[config.mk]
export PLATFORM = sky130hd
export DESIGN_NAME = modular_arithmetic_unit
export DESIGN_NICKNAME = d
export VERILOG_FILES = /design/src/rtl/mau_pkg.sv /design/src/rtl/modular_arithmetic_unit.sv /design/src/rtl/mau_datapath.sv /design/src/rtl/mau_ctrl.sv
export SDC_FILE = /design/constraint.sdc
export NUM_CORES = 2
export LEC_CHECK = 0
export CAP_MARGIN = 20
export CORE_MARGIN = 5
export CORE_UTILIZATION = 40
export CTS_CLUSTER_SIZE = 12
export DETAILED_ROUTE_END_ITERATION = 16
export DONT_BUFFER_PORTS = 1
export PLACE_DENSITY = 0.55
export SYNTH_ARGS = -nofsm -noshare
export SYNTH_HDL_FRONTEND = slang
export SYNTH_SLANG_ARGS = --single-unit
[constraint.sdc]
create_clock -name clk -period 30 [get_ports clk]
set_clock_uncertainty 0.2 [all_clocks]
set_input_delay 1.5 -clock clk [delete_from_list [all_inputs] [get_ports clk]]
set_output_delay 1.5 -clock clk [all_outputs]
set_load 0.01 [all_outputs]
[src/rtl/mau_pkg.sv]
// shared types and constants for the modular arithmetic unit
package mau_pkg;

  localparam int CMD_W = 4;
  localparam int EXP_W = 63;
  localparam int RAW_W = 64;

  localparam logic [CMD_W-1:0] CMD_ADD = 4'd0;
  localparam logic [CMD_W-1:0] CMD_SUB = 4'd1;
  localparam logic [CMD_W-1:0] CMD_MUL = 4'd2;
  localparam logic [CMD_W-1:0] CMD_DIV = 4'd3;
  localparam logic [CMD_W-1:0] CMD_POW = 4'd4;
  localparam logic [CMD_W-1:0] CMD_NEG = 4'd5;
  localparam logic [CMD_W-1:0] CMD_RED = 4'd6;
  localparam logic [CMD_W-1:0] CMD_INC = 4'd7;
  localparam logic [CMD_W-1:0] CMD_DEC = 4'd8;
  localparam logic [CMD_W-1:0] CMD_EQ  = 4'd9;

  // datapath operations requested by the controller
  typedef enum logic [3:0] {
    OP_NONE,
    OP_LOAD,     // latch item, start reducing a, b, raw
    OP_REDSTEP,  // one bit of the restoring reductions
    OP_SIMPLE,   // add/sub/neg/inc/dec/eq/reduce result into acc
    OP_PINIT,    // prepare power or product: prod, base, exponent
    OP_MSTART_P, // start multiply prod*base
    OP_MSTART_S, // start multiply base*base
    OP_MSTART_F, // start final multiply a*prod
    OP_MSTEP,    // one step of double-and-add
    OP_MEND_P,   // write multiply result to prod
    OP_MEND_S,   // write multiply result to base, shift exponent
    OP_MEND_F,   // write multiply result to acc
    OP_ZERO      // acc = 0
  } op_t;

  typedef struct packed {
    op_t op;
  } ctl_t;

  typedef struct packed {
    logic       red_done;
    logic       mul_done;
    logic       exp_zero;
    logic       exp_lsb;
    logic       mod_small;
    logic [3:0] cmd;
  } sts_t;

endpackage

[src/rtl/modular_arithmetic_unit.sv]
// Add, sub, neg, reduce, inc, dec, eq and unused codes go from reduction straight to the
// result; mul adds one final multiply; div and pow first run a multiply loop over the
// exponent bits, then the final multiply. A modulus below two gives a zero result.
// One item at a time; the next item is taken the cycle after the result is loaded, so a
// waiting result does not block it.
// Reset (rst_n, synchronous, active low) clears control and sets modulus to 1000000007.
module modular_arithmetic_unit #(
  parameter int RESIDUE_WIDTH = 31
) (
  input  logic                          clk,
  input  logic                          rst_n,
  input  logic                          cfg_valid,
  output logic                          cfg_ready,
  input  logic [RESIDUE_WIDTH-1:0]      cfg_data,
  input  logic                          in_tvalid,
  output logic                          in_tready,
  // operand_a, operand_b, exponent, raw_value from bit 0 up, zero padded
  input  logic [((2*RESIDUE_WIDTH+127+7)/8)*8-1:0] in_tdata,
  // command
  input  logic [mau_pkg::CMD_W-1:0]     in_tuser,
  output logic                          out_tvalid,
  input  logic                          out_tready,
  // result, zero padded
  output logic [((RESIDUE_WIDTH+7)/8)*8-1:0] out_tdata
);

  localparam int RW = RESIDUE_WIDTH;
  localparam int OW = ((RW + 7) / 8) * 8;

  logic [RW-1:0] mod_r, acc, res_r;
  logic          ovalid_r, in_fire, res_load, res_free;
  mau_pkg::ctl_t ctl;
  mau_pkg::sts_t sts;

  // modulus register
  assign cfg_ready = 1'b1;
  always_ff @(posedge clk) begin
    if (!rst_n) mod_r <= RW'(64'd1000000007);
    else if (cfg_valid) mod_r <= cfg_data;
  end

  assign in_fire  = in_tvalid && in_tready;
  assign res_free = !ovalid_r || out_tready;

  mau_ctrl u_ctrl (
    .clk(clk), .rst_n(rst_n), .in_fire(in_fire), .in_ready(in_tready),
    .res_load(res_load), .res_free(res_free), .sts(sts), .ctl(ctl)
  );

  mau_datapath #(.RW(RW)) u_dp (
    .clk(clk), .ctl(ctl), .sts(sts), .modulus(mod_r),
    .in_cmd(in_tuser),
    .in_a(in_tdata[RW-1:0]),
    .in_b(in_tdata[2*RW-1:RW]),
    .in_exp(in_tdata[2*RW+62:2*RW]),
    .in_raw(in_tdata[2*RW+126:2*RW+63]),
    .acc(acc)
  );

  // output register transfer
  always_ff @(posedge clk) begin
    if (!rst_n) ovalid_r <= 1'b0;
    else if (res_load) ovalid_r <= 1'b1;
    else if (out_tready) ovalid_r <= 1'b0;
  end
  always_ff @(posedge clk) begin
    if (res_load) res_r <= acc;
  end

  assign out_tvalid = ovalid_r;
  assign out_tdata  = OW'(res_r);

endmodule

[src/rtl/mau_datapath.sv]
// datapath: operand reduction, modular adder and shared double-and-add multiplier
module mau_datapath #(
  parameter int RW = 31
) (
  input  logic                       clk,
  input  mau_pkg::ctl_t              ctl,
  output mau_pkg::sts_t              sts,
  input  logic [RW-1:0]              modulus,
  input  logic [mau_pkg::CMD_W-1:0]  in_cmd,
  input  logic [RW-1:0]              in_a,
  input  logic [RW-1:0]              in_b,
  input  logic [mau_pkg::EXP_W-1:0]  in_exp,
  input  logic [mau_pkg::RAW_W-1:0]  in_raw,
  output logic [RW-1:0]              acc
);

  localparam int RAW_W = mau_pkg::RAW_W;
  localparam int CW = $clog2(RAW_W + 1);
  localparam int MW = $clog2(RW + 1);

  logic [mau_pkg::CMD_W-1:0] cmd_r;
  logic [RW-1:0] a_r, b_r, acc_r, prod_r, base_r, mx_r, my_r, mr_r, m_r;
  logic [RW-1:0] ar_r, br_r, rr_r;
  logic [RAW_W-1:0] raw_r;
  logic neg_r;
  logic [mau_pkg::EXP_W-1:0] exp_r;
  logic [CW-1:0] rcnt_r;
  logic [MW-1:0] mcnt_r;
  logic          div_r;

  // restoring remainder step for one shifted-in bit, remainder below m
  function automatic logic [RW-1:0] rstep(input logic [RW-1:0] r, input logic bit_in,
                                          input logic [RW-1:0] m);
    logic [RW:0] t;
    t = {r, bit_in};
    if (t >= {1'b0, m}) t = t - {1'b0, m};
    return t[RW-1:0];
  endfunction

  function automatic logic [RW-1:0] addm(input logic [RW-1:0] x, input logic [RW-1:0] y,
                                         input logic [RW-1:0] m);
    logic [RW:0] s;
    s = {1'b0, x} + {1'b0, y};
    if (s >= {1'b0, m}) s = s - {1'b0, m};
    return s[RW-1:0];
  endfunction

  function automatic logic [RW-1:0] subm(input logic [RW-1:0] x, input logic [RW-1:0] y,
                                         input logic [RW-1:0] m);
    logic [RW:0] s;
    if (x >= y) s = {1'b0, x} - {1'b0, y};
    else        s = {1'b0, x} + {1'b0, m} - {1'b0, y};
    return s[RW-1:0];
  endfunction

  logic [RW-1:0] one_w, dbl_w, mstep_w, simple_w, redres_w;
  logic [RAW_W-1:0] rawabs_w;

  always_comb begin
    one_w = RW'(1);
    dbl_w = addm(mr_r, mr_r, m_r);
    mstep_w = my_r[RW-1] ? addm(dbl_w, mx_r, m_r) : dbl_w;
    redres_w = (neg_r && (rr_r != '0)) ? (m_r - rr_r) : rr_r;
    rawabs_w = in_raw[RAW_W-1] ? (RAW_W'(0) - in_raw) : in_raw;
    simple_w = '0;
    unique case (cmd_r)
      mau_pkg::CMD_ADD: simple_w = addm(ar_r, br_r, m_r);
      mau_pkg::CMD_SUB: simple_w = subm(ar_r, br_r, m_r);
      mau_pkg::CMD_NEG: simple_w = subm('0, ar_r, m_r);
      mau_pkg::CMD_RED: simple_w = redres_w;
      mau_pkg::CMD_INC: simple_w = addm(ar_r, one_w, m_r);
      mau_pkg::CMD_DEC: simple_w = subm(ar_r, one_w, m_r);
      mau_pkg::CMD_EQ:  simple_w = (ar_r == br_r) ? one_w : '0;
      default:          simple_w = '0;
    endcase
  end

  // one register update per controller command
  always_ff @(posedge clk) begin
    unique case (ctl.op)
      mau_pkg::OP_LOAD: begin
        cmd_r  <= in_cmd;
        m_r    <= modulus;
        a_r    <= in_a;
        b_r    <= in_b;
        exp_r  <= in_exp;
        raw_r  <= rawabs_w;
        neg_r  <= in_raw[RAW_W-1];
        ar_r   <= '0;
        br_r   <= '0;
        rr_r   <= '0;
        rcnt_r <= '0;
      end
      mau_pkg::OP_REDSTEP: begin
        if (rcnt_r < CW'(RW)) begin
          ar_r <= rstep(ar_r, a_r[RW-1], m_r);
          br_r <= rstep(br_r, b_r[RW-1], m_r);
          a_r  <= a_r << 1;
          b_r  <= b_r << 1;
        end
        rr_r   <= rstep(rr_r, raw_r[RAW_W-1], m_r);
        raw_r  <= raw_r << 1;
        rcnt_r <= rcnt_r + CW'(1);
      end
      mau_pkg::OP_SIMPLE: acc_r <= simple_w;
      // product keeps b in prod so the final multiply forms a*b
      mau_pkg::OP_PINIT: begin
        prod_r <= (cmd_r == mau_pkg::CMD_MUL) ? br_r : one_w;
        div_r  <= (cmd_r == mau_pkg::CMD_DIV) || (cmd_r == mau_pkg::CMD_MUL);
        if (cmd_r == mau_pkg::CMD_DIV) begin
          base_r <= br_r;
          exp_r  <= {{(mau_pkg::EXP_W-RW){1'b0}}, m_r - RW'(2)};
        end else begin
          base_r <= ar_r;
        end
      end
      mau_pkg::OP_MSTART_P: begin
        mx_r <= prod_r; my_r <= base_r; mr_r <= '0; mcnt_r <= '0;
      end
      mau_pkg::OP_MSTART_S: begin
        mx_r <= base_r; my_r <= base_r; mr_r <= '0; mcnt_r <= '0;
      end
      mau_pkg::OP_MSTART_F: begin
        mx_r <= div_r ? ar_r : prod_r;
        my_r <= div_r ? prod_r : one_w;
        mr_r <= '0; mcnt_r <= '0;
      end
      mau_pkg::OP_MSTEP: begin
        mr_r   <= mstep_w;
        my_r   <= my_r << 1;
        mcnt_r <= mcnt_r + MW'(1);
      end
      mau_pkg::OP_MEND_P: prod_r <= mr_r;
      mau_pkg::OP_MEND_S: begin
        base_r <= mr_r;
        exp_r  <= exp_r >> 1;
      end
      mau_pkg::OP_MEND_F: acc_r <= mr_r;
      mau_pkg::OP_ZERO:   acc_r <= '0;
      default: ;
    endcase
  end

  assign acc           = acc_r;
  assign sts.red_done  = (rcnt_r == CW'(RAW_W));
  assign sts.mul_done  = (mcnt_r == MW'(RW));
  assign sts.exp_zero  = (exp_r == '0);
  assign sts.exp_lsb   = exp_r[0];
  assign sts.mod_small = (modulus < RW'(2));
  assign sts.cmd       = cmd_r;

endmodule

[src/rtl/mau_ctrl.sv]
// controller state machine sequencing reduction, multiplies and result transfer
module mau_ctrl (
  input  logic           clk,
  input  logic           rst_n,
  input  logic           in_fire,
  output logic           in_ready,
  output logic           res_load,
  input  logic           res_free,
  input  mau_pkg::sts_t  sts,
  output mau_pkg::ctl_t  ctl
);

  localparam logic [3:0] S_IDLE   = 4'd0;
  localparam logic [3:0] S_RED    = 4'd1;
  localparam logic [3:0] S_DISP   = 4'd2;
  localparam logic [3:0] S_PLOOP  = 4'd3;
  localparam logic [3:0] S_MULP   = 4'd4;
  localparam logic [3:0] S_ENDP   = 4'd5;
  localparam logic [3:0] S_SQ     = 4'd6;
  localparam logic [3:0] S_MULS   = 4'd7;
  localparam logic [3:0] S_ENDS   = 4'd8;
  localparam logic [3:0] S_FIN    = 4'd9;
  localparam logic [3:0] S_MULF   = 4'd10;
  localparam logic [3:0] S_ENDF   = 4'd11;
  localparam logic [3:0] S_DONE   = 4'd12;

  logic [3:0] state_r, state_nxt;
  logic       small_r, small_nxt;

  // next state and datapath command
  always_comb begin
    state_nxt = state_r;
    small_nxt = small_r;
    ctl.op    = mau_pkg::OP_NONE;
    in_ready  = 1'b0;
    res_load  = 1'b0;
    unique case (state_r)
      S_IDLE: begin
        in_ready = 1'b1;
        if (in_fire) begin
          ctl.op    = mau_pkg::OP_LOAD;
          small_nxt = sts.mod_small;
          state_nxt = S_RED;
        end
      end
      S_RED: begin
        if (small_r) begin
          ctl.op = mau_pkg::OP_ZERO; state_nxt = S_DONE;
        end else if (sts.red_done) begin
          state_nxt = S_DISP;
        end else begin
          ctl.op = mau_pkg::OP_REDSTEP;
        end
      end
      S_DISP: begin
        if (sts.cmd == mau_pkg::CMD_MUL || sts.cmd == mau_pkg::CMD_DIV ||
            sts.cmd == mau_pkg::CMD_POW) begin
          ctl.op = mau_pkg::OP_PINIT;
          state_nxt = (sts.cmd == mau_pkg::CMD_MUL) ? S_FIN : S_PLOOP;
        end else begin
          ctl.op = mau_pkg::OP_SIMPLE; state_nxt = S_DONE;
        end
      end
      S_PLOOP: begin
        if (sts.exp_zero) begin
          state_nxt = S_FIN;
        end else if (sts.exp_lsb) begin
          ctl.op = mau_pkg::OP_MSTART_P; state_nxt = S_MULP;
        end else begin
          state_nxt = S_SQ;
        end
      end
      S_MULP: begin
        if (sts.mul_done) state_nxt = S_ENDP;
        else ctl.op = mau_pkg::OP_MSTEP;
      end
      S_ENDP: begin
        ctl.op = mau_pkg::OP_MEND_P; state_nxt = S_SQ;
      end
      S_SQ: begin
        ctl.op = mau_pkg::OP_MSTART_S; state_nxt = S_MULS;
      end
      S_MULS: begin
        if (sts.mul_done) state_nxt = S_ENDS;
        else ctl.op = mau_pkg::OP_MSTEP;
      end
      S_ENDS: begin
        ctl.op = mau_pkg::OP_MEND_S; state_nxt = S_PLOOP;
      end
      S_FIN: begin
        ctl.op = mau_pkg::OP_MSTART_F; state_nxt = S_MULF;
      end
      S_MULF: begin
        if (sts.mul_done) state_nxt = S_ENDF;
        else ctl.op = mau_pkg::OP_MSTEP;
      end
      S_ENDF: begin
        ctl.op = mau_pkg::OP_MEND_F; state_nxt = S_DONE;
      end
      S_DONE: begin
        if (res_free) begin
          res_load = 1'b1; state_nxt = S_IDLE;
        end
      end
      default: state_nxt = S_IDLE;
    endcase
  end

  always_ff @(posedge clk) begin
    if (!rst_n) begin
      state_r <= S_IDLE;
      small_r <= 1'b0;
    end else begin
      state_r <= state_nxt;
      small_r <= small_nxt;
    end
  end

endmodule
==> metrics.md <==
| Metric | Value |
|---|---|
| Top cell by count, worst path | `a21oi_1` |
| Inserted Clock Buffers | `71` |
| Syn_nets | `6956` |
| CTS sink cnt | `585` |
| Clock Latency Late Sink | `0.71 ns` |
| Total negative slack | `0 ns` |
| Synth async-reset ratio | `0%` |
| Post-Synthesis Cell Area | `53600 µm²` |
| Register area share after synthesis | `32.1%` |
| Most frequent cells in the layout | `693 x nand2_1, 548 x edfxtp_1, 516 x nor2_1` |
| Clk buf depth | `3` |
| Via count | `50181` |
| Initial antenna violation count | `21` |
| Die area | `141000 µm²` |
| Reg2reg end | `u_dp.mr_r[22]` |
| Xor and xnor area share after synthesis | `8.28%` |
| Post-synth top area cell | `edfxtp_1` |
| Setup Viol. Count Final | `0` |
| Critical path's largest stage delay | `0.80 ns` |
| Yosys reg bits | `585` |
| Worst hold path class | `reg2reg` |
| CTS Hold Buffers Added | `0` |
| Reg2reg start | `u_dp.m_r[25]` |
| Hold endpoint | `res_r[9]` |
| Setup bufs post-CTS | `0` |
| Fraction of layout cells with a size suffix above 1 | `6.16%` |
| Mapped Cells | `6271` |
| Post-DP HPWL | `170 mm` |
| FF-to-FF setup slack | `19.88 ns` |
| Slew HR | `22.3%` |
| Drt pass-1 iters | `9` |
| Synth Area in Adders | `10.8%` |
| Critical path fanouts, max | `59` |
| Die Wd | `376 µm` |
| Slew Viols, Final | `0` |
| Die Y | `376 µm` |
| Fmax achieved | `0.0989 GHz` |
| Compound-Gate Fraction of Synth Area | `23.1%` |
| Synth area leaders | `edfxtp_1 31%, ha_1 10%, xnor2_1 5.3%` |
| Final worst-path cycle share | `33.7%` |
| Total wire length | `225 mm` |
| Starting Density | `40.2%` |
| Main combinational cell family by area after synthesis | `compound AO/OA/AOI/OAI gates` |
| Measured slew at the worst slew-check pin | `1.15 ns` |
| First-pass GRT wire length | `319 mm` |
| Final Wtd Congestion | `1.00` |
| Commonest non-fill, non-tap cell in the layout | `nand2_1` |
| CTS tree | `yes` |
| RSZ-0062 raised after global routing | `false` |
| Max reg flops | `64` |
| H-tree depth | `3` |
| Largest regs | `u_dp.raw_r x64, u_dp.exp_r x63` |
| Min-delay src | `u_dp.acc[9]` |
| Crit Path Class | `reg2reg` |
| R2R depth | `31` |
| WHS Path Cells | `0` |
| Max cap viols | `0` |
| Final min period | `10.12 ns` |
| Mux contribution to synthesized area | `3.30%` |
| Yosys cell types | `98` |
| Mean area per synthesized cell | `8.55 µm²` |
| Ys flop type | `edfxtp_1` |
| Status | `complete, no violations` |
| Total Routing Usage GR | `30.4%` |
| Wire per inst | `28.0 µm` |
| Antenna-violating nets left | `0` |
| Synth Area in Simple Gates | `17.8%` |
| Final count of hold timing violations | `0` |
| Post-route DRC | `0` |
| Top-area cell type share of the netlist area | `30.7%` |
| Root Driver | `clkbuf_16` |
| Worst Setup End Kind | `flop` |
| CP Data Arrival Time | `10.34 ns` |
| YS warnings | `0` |
| Grt total ovfl | `0` |
| FP Rows | `134` |
| Number of DRC markers in iteration 0 | `6376` |
| I/O pin cnt | `267` |
| Top reg by flops | `u_dp.raw_r` |
| Clock slew at reported path FFs | `0.06 ns` |
| Largest net degree at the start of global routing | `89` |
| Number of flops mapped to enable cells by yosys | `548` |
| PortBufs | `0` |
| Vias per cell | `6.25` |
| Vias in the first global route | `46122` |
| NumNets Final | `6877` |
| Area of the core | `133000 µm²` |
| P&R area growth vs syn | `9.12%` |
| Slowest cell on crit path | `o31a_2` |
| Fillers | `13328` |
| Gates resized, CTS repair | `0` |
| Critical path startpoint category | `flop` |
| CP Data Required Time | `30.23 ns` |
-- critical path, delay by kind of cell, from the launching register on --
kind / cells / cell delay, ns
mux: 1 / 0.47
simple gates: 5 / 0.73
flops: 1 / 0.76
buf+inv: 2 / 0.98
fa+ha+maj: 3 / 1.27
compound gates: 19 / 5.15
xor+xnor: 1 / 0.20
-- kinds of logic (layout without fill, tap and decap cells) --
family,after synthesis,in the layout
compound gates,1877,1877
other cells,2,17
fa+ha+maj,453,453
xor+xnor,507,507
flops,585,585
mux,175,175
buf+inv,655,631
simple gates,2017,2017
-- metal layers --
layer	up-vias	GRT usage (%)	wire (µm)
met3	409	7.77	23400
met5	-	0.789	102
met1	24118	41.5	94800
li1	23105	-	-
met2	2535	43.7	92400
met4	14	16.6	13800
-- how the worst max path moves through the flow --
stage	startpoint	slack (ns)	to
6_report	u_dp.m_r[25]	19.88	u_dp.mr_r[22]
3_5_place_dp	u_dp.m_r[25]	20.17	u_dp.mr_r[22]
3_3_place_gp	u_dp.m_r[25]	20.21	u_dp.mr_r[22]
4_1_cts	u_dp.m_r[25]	20.12	u_dp.mr_r[22]
5_1_grt	u_dp.m_r[25]	19.36	u_dp.mr_r[22]
2_1_floorplan	u_dp.rcnt_r[0]	15.17	u_dp.a_r[0]
-- metrics by stage --
stage          area, µm²  util, %  cells  hold slack, ns  setup slack (ns)
3_3_place_gp       56000     42.0   7887           0.205             20.21
5_1_grt            58500     43.9   8015           0.182             19.36
2_1_floorplan      53600        -   6271           0.200             15.17
6_report           58500     43.9   8030           0.179             19.88
3_5_place_dp       56000     42.0   7887           0.205             20.17
4_1_cts            58500     43.9   8015           0.171             20.12
-- synthesized netlist by cell type (45+ instances only) --
cell	count
a21o_1	171
clkbuf_1	269
o21ai_0	459
nand2b_1	76
nor2_1	521
xor2_1	182
nand4_1	75
nand3_1	115
nor4_1	79
inv_1	349
and3_1	50
o21a_1	52
nand2_1	694
mux2i_1	160
nor2b_1	66
xnor2_1	325
or3_1	45
edfxtp_1	548
a211oi_1	93
o31ai_1	53
a21oi_1	457
nor3_1	128
ha_1	439
a31oi_1	45
a222oi_1	62
-- area by class of cell --
class | count | area [µm²] | share of cell area [%]
well taps | 1768 | 2210 | 3.78
clock buffers | 93 | 1960 | 3.35
diodes | 15 | 37.5 | 0.0642
inverters | 350 | 1310 | 2.25
flip-flops and latches | 585 | 17200 | 29.4
repair buffers | 153 | 1150 | 1.96
multi-input cells | 5031 | 34100 | 58.3
clock inverters | 35 | 529 | 0.905
Power is not shown: default switching activity piles up to over one toggle a cycle in this logic, so the estimate is an artifact.
